`config.mk`:
```
export PLATFORM = sky130hd
export DESIGN_NAME = sorted_priority_ready_queue_unit
export DESIGN_NICKNAME = d
export VERILOG_FILES = /design/src/rtl/spq_pkg.sv /design/src/rtl/spq_cell.sv /design/src/rtl/spq_chain.sv /design/src/rtl/sorted_priority_ready_queue_unit.sv
export VERILOG_INCLUDE_DIRS = /design/src /design/src/rtl
export SDC_FILE = /design/constraint.sdc
export NUM_CORES = 2
export LEC_CHECK = 0
export BUFFER_PORTS_ARGS = -buffer_cell sky130_fd_sc_hd__buf_2
export CORE_ASPECT_RATIO = 1.5
export CORE_MARGIN = 10
export CORE_UTILIZATION = 49
export DETAILED_ROUTE_END_ITERATION = 12
export PLACE_DENSITY = 0.76
export REMOVE_ABC_BUFFERS = 1
export SLEW_MARGIN = 20
export SYNTH_ARGS = -nofsm -noshare
export SYNTH_HDL_FRONTEND = slang
export SYNTH_HIERARCHICAL = 1
export SYNTH_SLANG_ARGS = --single-unit
```
`constraint.sdc`:
```
create_clock -name i_clk -period 10.05 [get_ports i_clk]
set_input_delay 1.5075 -clock i_clk [delete_from_list [all_inputs] [get_ports i_clk]]
set_output_delay 1.5075 -clock i_clk [all_outputs]
set_load 0.005 [all_outputs]
```
`src/rtl/sorted_priority_ready_queue_unit_macros.svh`:
```
// assertion macros for the sorted priority ready queue
`ifndef SORTED_PRIORITY_READY_QUEUE_UNIT_MACROS_SVH
`define SORTED_PRIORITY_READY_QUEUE_UNIT_MACROS_SVH
`ifndef SYNTHESIS
`define SPQ_ASSERT(lbl, clk, rst_n, prop) \
    lbl: assert property (@(posedge clk) disable iff (!rst_n) (prop)) \
        else $error("spq assertion failed");
`define SPQ_ASSERT_NEXT(lbl, clk, rst_n, ante, cons) \
    lbl: assert property (@(posedge clk) disable iff (!rst_n) (ante) |=> (cons)) \
        else $error("spq assertion failed");
`else
`define SPQ_ASSERT(lbl, clk, rst_n, prop)
`define SPQ_ASSERT_NEXT(lbl, clk, rst_n, ante, cons)
`endif
`endif

```
`src/rtl/spq_pkg.sv`:
```
`timescale 1ns / 1ps
package spq_pkg;

    localparam int DEPTH_DEF = 32;
    localparam int FUNC_W    = 2;
    localparam int PRIO_W    = 16;
    localparam int ID_W      = 16;
    localparam int STAT_W    = 2;
    localparam int CNT_OUT_W = 6;

    localparam logic [FUNC_W-1:0] OP_ENQ = 2'd0;
    localparam logic [FUNC_W-1:0] OP_DEQ = 2'd1;
    localparam logic [FUNC_W-1:0] OP_REM = 2'd2;

    localparam logic [STAT_W-1:0] ST_OK       = 2'd0;
    localparam logic [STAT_W-1:0] ST_FULL     = 2'd1;
    localparam logic [STAT_W-1:0] ST_EMPTY    = 2'd2;
    localparam logic [STAT_W-1:0] ST_NOTFOUND = 2'd3;

    localparam logic [1:0] SEL_KEEP  = 2'd0;
    localparam logic [1:0] SEL_LEFT  = 2'd1;
    localparam logic [1:0] SEL_RIGHT = 2'd2;
    localparam logic [1:0] SEL_NEW   = 2'd3;

    typedef struct packed {
        logic [PRIO_W-1:0] prio;
        logic [ID_W-1:0]   id;
    } t_entry;

    typedef struct packed {
        logic              enq;
        logic              rem;
        logic [PRIO_W-1:0] prio;
        logic [ID_W-1:0]   id;
    } t_chain_ctl;

endpackage

```
`src/rtl/spq_cell.sv`:
```
`timescale 1ns / 1ps
module spq_cell
    import spq_pkg::*;
(
    input  logic              i_clk,
    input  logic              i_valid,
    input  logic [PRIO_W-1:0] i_key_prio,
    input  logic [ID_W-1:0]   i_key_id,
    input  logic [1:0]        i_sel,
    input  t_entry            i_left,
    input  t_entry            i_right,
    input  t_entry            i_new,
    output t_entry            o_entry,
    output logic              o_ge,
    output logic              o_match
);

    t_entry r_entry;
    t_entry n_entry;

    always_comb begin
        unique case (i_sel)
            SEL_KEEP:  n_entry = r_entry;
            SEL_LEFT:  n_entry = i_left;
            SEL_RIGHT: n_entry = i_right;
            SEL_NEW:   n_entry = i_new;
            default:   n_entry = r_entry;
        endcase
    end

    always_ff @(posedge i_clk) begin
        r_entry <= n_entry;
    end

    assign o_entry = r_entry;
    assign o_ge    = i_valid && (r_entry.prio >= i_key_prio);
    assign o_match = i_valid && (r_entry.id == i_key_id);

endmodule

```
`src/rtl/spq_chain.sv`:
```
`timescale 1ns / 1ps
module spq_chain
    import spq_pkg::*;
#(
    parameter int DEPTH = DEPTH_DEF,
    parameter int CW    = $clog2(DEPTH + 1),
    parameter int IW    = $clog2(DEPTH)
) (
    input  logic            i_clk,
    input  logic [CW-1:0]   i_count,
    input  t_chain_ctl      i_ctl,
    output logic            o_found,
    output logic [ID_W-1:0] o_tail_id
);

    t_entry             w_entry [DEPTH];
    logic [DEPTH-1:0]   w_ge;
    logic [DEPTH-1:0]   w_match;
    logic [DEPTH-1:0]   w_pre;
    logic [CW-1:0]      w_tail;
    t_entry             w_new;

    assign w_new.prio = i_ctl.prio;
    assign w_new.id   = i_ctl.id;

    // cells from the lowest match upward
    assign w_pre   = w_match | ((~w_match) + {{(DEPTH-1){1'b0}}, 1'b1});
    assign o_found = |w_match;
    assign w_tail  = i_count - {{(CW-1){1'b0}}, 1'b1};
    assign o_tail_id = w_entry[w_tail[IW-1:0]].id;

    for (genvar i = 0; i < DEPTH; i++) begin : g_cell
        localparam logic [CW-1:0] POS  = CW'(i);
        localparam logic [CW-1:0] POS1 = CW'(i + 1);

        logic   w_valid;
        logic   w_ge_prev;
        logic   w_next_valid;
        logic [1:0] w_sel;
        t_entry w_left;
        t_entry w_right;

        assign w_valid      = POS < i_count;
        assign w_next_valid = POS1 < i_count;

        if (i == 0) begin : g_first
            assign w_ge_prev = 1'b0;
            assign w_left    = '0;
        end else begin : g_mid
            assign w_ge_prev = w_ge[i-1];
            assign w_left    = w_entry[i-1];
        end

        if (i == DEPTH - 1) begin : g_last
            assign w_right = '0;
        end else begin : g_inner
            assign w_right = w_entry[i+1];
        end

        always_comb begin
            w_sel = SEL_KEEP;
            if (i_ctl.enq && POS <= i_count) begin
                if (w_ge_prev) begin
                    w_sel = SEL_LEFT;
                end else if (w_ge[i] || POS == i_count) begin
                    w_sel = SEL_NEW;
                end
            end else if (i_ctl.rem && w_pre[i] && w_next_valid) begin
                w_sel = SEL_RIGHT;
            end
        end

        spq_cell u_cell (
            .i_clk      (i_clk),
            .i_valid    (w_valid),
            .i_key_prio (i_ctl.prio),
            .i_key_id   (i_ctl.id),
            .i_sel      (w_sel),
            .i_left     (w_left),
            .i_right    (w_right),
            .i_new      (w_new),
            .o_entry    (w_entry[i]),
            .o_ge       (w_ge[i]),
            .o_match    (w_match[i])
        );
    end

endmodule

```
`src/rtl/sorted_priority_ready_queue_unit.sv`:
```
// channel | handshake                 | words
// in      | i_in_valid / o_in_ready   | i_func, i_priority_req, i_task_id
// out     | o_out_valid / i_out_ready | o_status, o_out_id, o_count
//
// one cycle per word: the cell row shifts on the accept edge, result is
// registered and shows on the next cycle
// a new word is taken while the result register is empty or being drained
// synchronous active-low reset empties the queue and the result register
// an output stall holds the result and blocks the input until taken
`timescale 1ns / 1ps
`include "sorted_priority_ready_queue_unit_macros.svh"
module sorted_priority_ready_queue_unit
    import spq_pkg::*;
#(
    parameter int DEPTH = DEPTH_DEF
) (
    input  logic                 i_clk,
    input  logic                 i_rst_n,
    input  logic                 i_in_valid,
    output logic                 o_in_ready,
    input  logic [FUNC_W-1:0]    i_func,
    input  logic [PRIO_W-1:0]    i_priority_req,
    input  logic [ID_W-1:0]      i_task_id,
    output logic                 o_out_valid,
    input  logic                 i_out_ready,
    output logic [STAT_W-1:0]    o_status,
    output logic [ID_W-1:0]      o_out_id,
    output logic [CNT_OUT_W-1:0] o_count
);

    localparam int CW = $clog2(DEPTH + 1);
    localparam int IW = $clog2(DEPTH);
    localparam logic [CW-1:0] FULL_CNT = CW'(DEPTH);
    localparam logic [CW-1:0] ONE      = CW'(1);

    logic [CW-1:0]        r_count;
    logic [CW-1:0]        n_count;
    logic                 r_out_valid;
    logic [STAT_W-1:0]    r_status;
    logic [STAT_W-1:0]    n_status;
    logic [ID_W-1:0]      r_out_id;
    logic [ID_W-1:0]      n_out_id;
    logic [CNT_OUT_W-1:0] r_out_count;
    logic [CW+CNT_OUT_W-1:0] w_cnt_ext;

    logic            w_acc;
    logic            w_empty;
    logic            w_full;
    logic            w_found;
    logic [ID_W-1:0] w_tail_id;
    t_chain_ctl      w_ctl;

    assign o_in_ready = !r_out_valid || i_out_ready;
    assign w_acc      = i_in_valid && o_in_ready;
    assign w_empty    = r_count == '0;
    assign w_full     = r_count >= FULL_CNT;

    assign w_ctl.enq  = w_acc && i_func == OP_ENQ && !w_full;
    assign w_ctl.rem  = w_acc && i_func == OP_REM && !w_empty;
    assign w_ctl.prio = i_priority_req;
    assign w_ctl.id   = i_task_id;

    spq_chain #(
        .DEPTH (DEPTH),
        .CW    (CW),
        .IW    (IW)
    ) u_chain (
        .i_clk     (i_clk),
        .i_count   (r_count),
        .i_ctl     (w_ctl),
        .o_found   (w_found),
        .o_tail_id (w_tail_id)
    );

    always_comb begin
        n_count  = r_count;
        n_status = ST_OK;
        n_out_id = '0;
        unique case (i_func)
            OP_ENQ: begin
                if (w_full) begin
                    n_status = ST_FULL;
                end else begin
                    n_count = r_count + ONE;
                end
            end
            OP_DEQ: begin
                if (w_empty) begin
                    n_status = ST_EMPTY;
                end else begin
                    n_count  = r_count - ONE;
                    n_out_id = w_tail_id;
                end
            end
            OP_REM: begin
                if (w_empty) begin
                    n_status = ST_EMPTY;
                end else if (!w_found) begin
                    n_status = ST_NOTFOUND;
                end else begin
                    n_count  = r_count - ONE;
                    n_out_id = i_task_id;
                end
            end
            default: begin
                n_status = ST_OK;
            end
        endcase
    end

    assign w_cnt_ext = (CW + CNT_OUT_W)'(n_count);

    always_ff @(posedge i_clk) begin
        if (!i_rst_n) begin
            r_count     <= '0;
            r_out_valid <= 1'b0;
        end else begin
            if (w_acc) begin
                r_count     <= n_count;
                r_out_valid <= 1'b1;
            end else if (i_out_ready) begin
                r_out_valid <= 1'b0;
            end
        end
    end

    always_ff @(posedge i_clk) begin
        if (w_acc) begin
            r_status    <= n_status;
            r_out_id    <= n_out_id;
            r_out_count <= w_cnt_ext[CNT_OUT_W-1:0];
        end
    end

    assign o_out_valid = r_out_valid;
    assign o_status    = r_status;
    assign o_out_id    = r_out_id;
    assign o_count     = r_out_count;

    `SPQ_ASSERT(a_count_max, i_clk, i_rst_n, r_count <= FULL_CNT)
    `SPQ_ASSERT_NEXT(a_full_holds, i_clk, i_rst_n,
        w_acc && i_func == OP_ENQ && w_full, r_count == FULL_CNT)
    `SPQ_ASSERT_NEXT(a_enq_grows, i_clk, i_rst_n,
        w_acc && i_func == OP_ENQ && !w_full, r_count == $past(r_count) + ONE)
    `SPQ_ASSERT_NEXT(a_deq_shrinks, i_clk, i_rst_n,
        w_acc && i_func == OP_DEQ && !w_empty, r_count == $past(r_count) - ONE)
    `SPQ_ASSERT_NEXT(a_rem_shrinks, i_clk, i_rst_n,
        w_acc && i_func == OP_REM && !w_empty && w_found,
        r_count == $past(r_count) - ONE)
    `SPQ_ASSERT(a_empty_zero, i_clk, i_rst_n,
        !(r_out_valid && r_status == ST_EMPTY) || (r_out_count == '0 && r_out_id == '0))

endmodule
```
==> out/results.tsv <==
metric	value	unit
fin_tns_setup	0	ps
drv_slew	0	
drt_iter0_drc	7043	
dp_cells	9951	
clockBufferDepth	3	
top_layer	met5	
cp-start-kind	register	
stdcell_area	85000	um2
antenna_found_initial	15	
grt_pass1_wl	410000	um
critPathMostFrequentCell	inv_1	
grt_overflow_total	0	
start_util	49.3	%
setup_viol	0	
ys.flop_type	edfxtp_1	
layout_common_cells	1246 x a21oi_1, 1184 x nor2_1, 1092 x mux2i_1	
cts_setup_buffers	0	
path_cells	inv_1 -> ha_1 -> buf_4 -> nand3_1 -> nand2_1 -> nor4_2 -> or4_4 -> nor3_4 -> nand4_1 -> nor4_1 -> inv_1 -> and2_1 -> o221ai_2 -> a211oi_1 -> a21o_1	
drive_above_1_share	8.04	%
max_slew_margin	18.7	%
outcome	completed	
hold_viol_final	0	
final_core_util	53.5	%
num_vias	65800	
synth_area	78300	um2
register_area	31600	um2
synth.distinct_cells	82	
cts_sinks	1055	
dp_slack	2840	ps
yosys_register_bits	1055	
synth.avg_cell_area	9.77	um2
vias_per_cell	6.48	
drc	0	
fin_skew	47.8	ps
final_nets	8540	
min_period	6840	ps
rsz0062_at_grt	false	
core	159000	um2
area_growth	8.63	%
hpwl	200000	um
cts_buffers	107	
fin_cells	10200	
vdd_drop_max	159	uV
wl_met3	20100	um
critPathArrivalTime	7380	ps
io_buffers	63	
drt-pass1-iter-count	6	
cts_root_buf	clkbuf_16	
layout_commonest_cell	a21oi_1	
routed-wl-met2	138000	um
min_path_type	register to register	
totalWireLength	278000	um
htree_num_levels	3	
wl_met1	93100	um
cp_max_fo	29	
post_drt_wl_per_cell	27.4	um
synth_cells	8016	
max_freq	146	MHz
p_leak	30.3	nW
postCtsHoldBufs	0	
worst_ep_required_time	10600	ps
fin_hold_ws	589	ps
die_area	176000	um2
setup_ws	3210	ps
min_period_over_period	68.0	%
multiInputGateArea	43600	um2
synth_top_area_cell	edfxtp_1	
die_h	510	um
synthArstFlopShare	0	%
path_clk_slew	70	ps
cp-end-kind	register	
grt_max_degree	90	
first_global_vias	65900	
post_cts_resized	0	
gp_routability_congestion	1.00	
cp_slowest_stage_delay	890	ps
reg2reg_slack	3210	ps
antenna_left	0	
worst_pin_slew	1210	ps
synthTopCellsByArea	edfxtp_1 40%, mux2i_1 14%, ha_1 8.4%, a21oi_1 8.1%, nor2_1 5.7%	
clock_latency	800	ps
ios	64	
post_dp_cell_area	81500	um2
yosysSeqAreaShare	40.4	%
fp-row-count	179	
fillers	13700	
synth_warnings	6	
crit_type	register to register	
power	10.1	mW
cap_violations	0	
chipWidth	346	um
cts_tree	yes	
synth_top_area_share	40.2	%
slowest_stage	nor4_1	
synth_edf_count	1048	
track_usage	30.2	%
power_density	119	nW/um2
==> layout make-up <==
type | instances | area share (%)
diodes | 6 | 0.0177
clock buffers | 134 | 3.35
clock inverters | 66 | 0.720
inverters | 552 | 2.44
multi-input cells | 6035 | 51.2
flip-flops and latches | 1055 | 37.2
well taps | 2081 | 3.06
repair buffers | 228 | 2.00
==> cell families after synthesis <==
kind of cell	after synthesis	share of synthesized area (%)
other cells	1	0.00479
flops	1055	40.4
xor+xnor	514	5.75
buf+inv	989	5.32
mux	1189	16.7
compound gates	1758	12.4
simple gates	1987	11.0
fa+ha+maj	523	8.36
==> report_power, final <==
part	switching, mW	leakage (nW)	internal (mW)
registers	0.0356	9.51	4.80
logic	0.775	19.1	0.371
clock network	1.91	1.69	2.22
total	2.73	30.3	7.40
==> critical path: cells and delay by family (launching register included) <==
kind / cells / cell delay, ps
AOI/OAI and AO/OA: 3 / 590
and+or+nand+nor: 8 / 3990
buffers and inverters: 3 / 860
DFF: 1 / 510
adders and majority gates: 1 / 590
==> sequential cells by signal, summed over array words and instances (netlist names) <==
name,count
o_status,2
u_chain/g_cell.u_cell/o_entry,1024
o_out_id,16
o_count,6
r_count,6
o_out_valid,1
==> Yosys cell counts (8+ instances only) <==
cell type and count:
mux4_2 96, xor2_1 129, a31oi_1 9, xnor2_1 385
nor2b_1 36, nor3_1 44, a22oi_1 79, ha_1 523
o21ai_0 185, buf_1 88, and2_1 20, or3_1 10
o31ai_1 23, clkbuf_1 157, buf_2 110, inv_1 551
nand2_1 375, or2_2 36, nand3_1 49, o211ai_1 8
nor2_1 1189, nand2b_1 10, a211oi_1 51, edfxtp_1 1048
nand4_1 119, mux2i_1 1092, o21bai_1 8, nor4_2 27
buf_4 81, o32ai_1 8, o22ai_1 16, a21o_1 13
nor4_1 40, a41oi_1 27, a21oi_1 1271
==> worst paths after layout <==
kind                                 start                       end  cells after the start
setup / recovery   r_count[0]$_SDFFE_PN0P_      o_count[2]$_DFFE_PP_                     15
hold / removal    o_out_valid$_SDFFE_PN0P_  o_out_valid$_SDFFE_PN0P_                      2
setup reg to reg   r_count[0]$_SDFFE_PN0P_      o_count[2]$_DFFE_PP_                     15
hold reg to reg   o_out_valid$_SDFFE_PN0P_  o_out_valid$_SDFFE_PN0P_                      2
==> per-layer routing <==
layer  up-vias  GRT usage, %
met2      3726          52.6
met3      1358          4.86
met4        10          26.7
met5         -             0
met1     31800          31.6
li1      28900             -
Note: power is estimated with default switching activity, not from simulation.
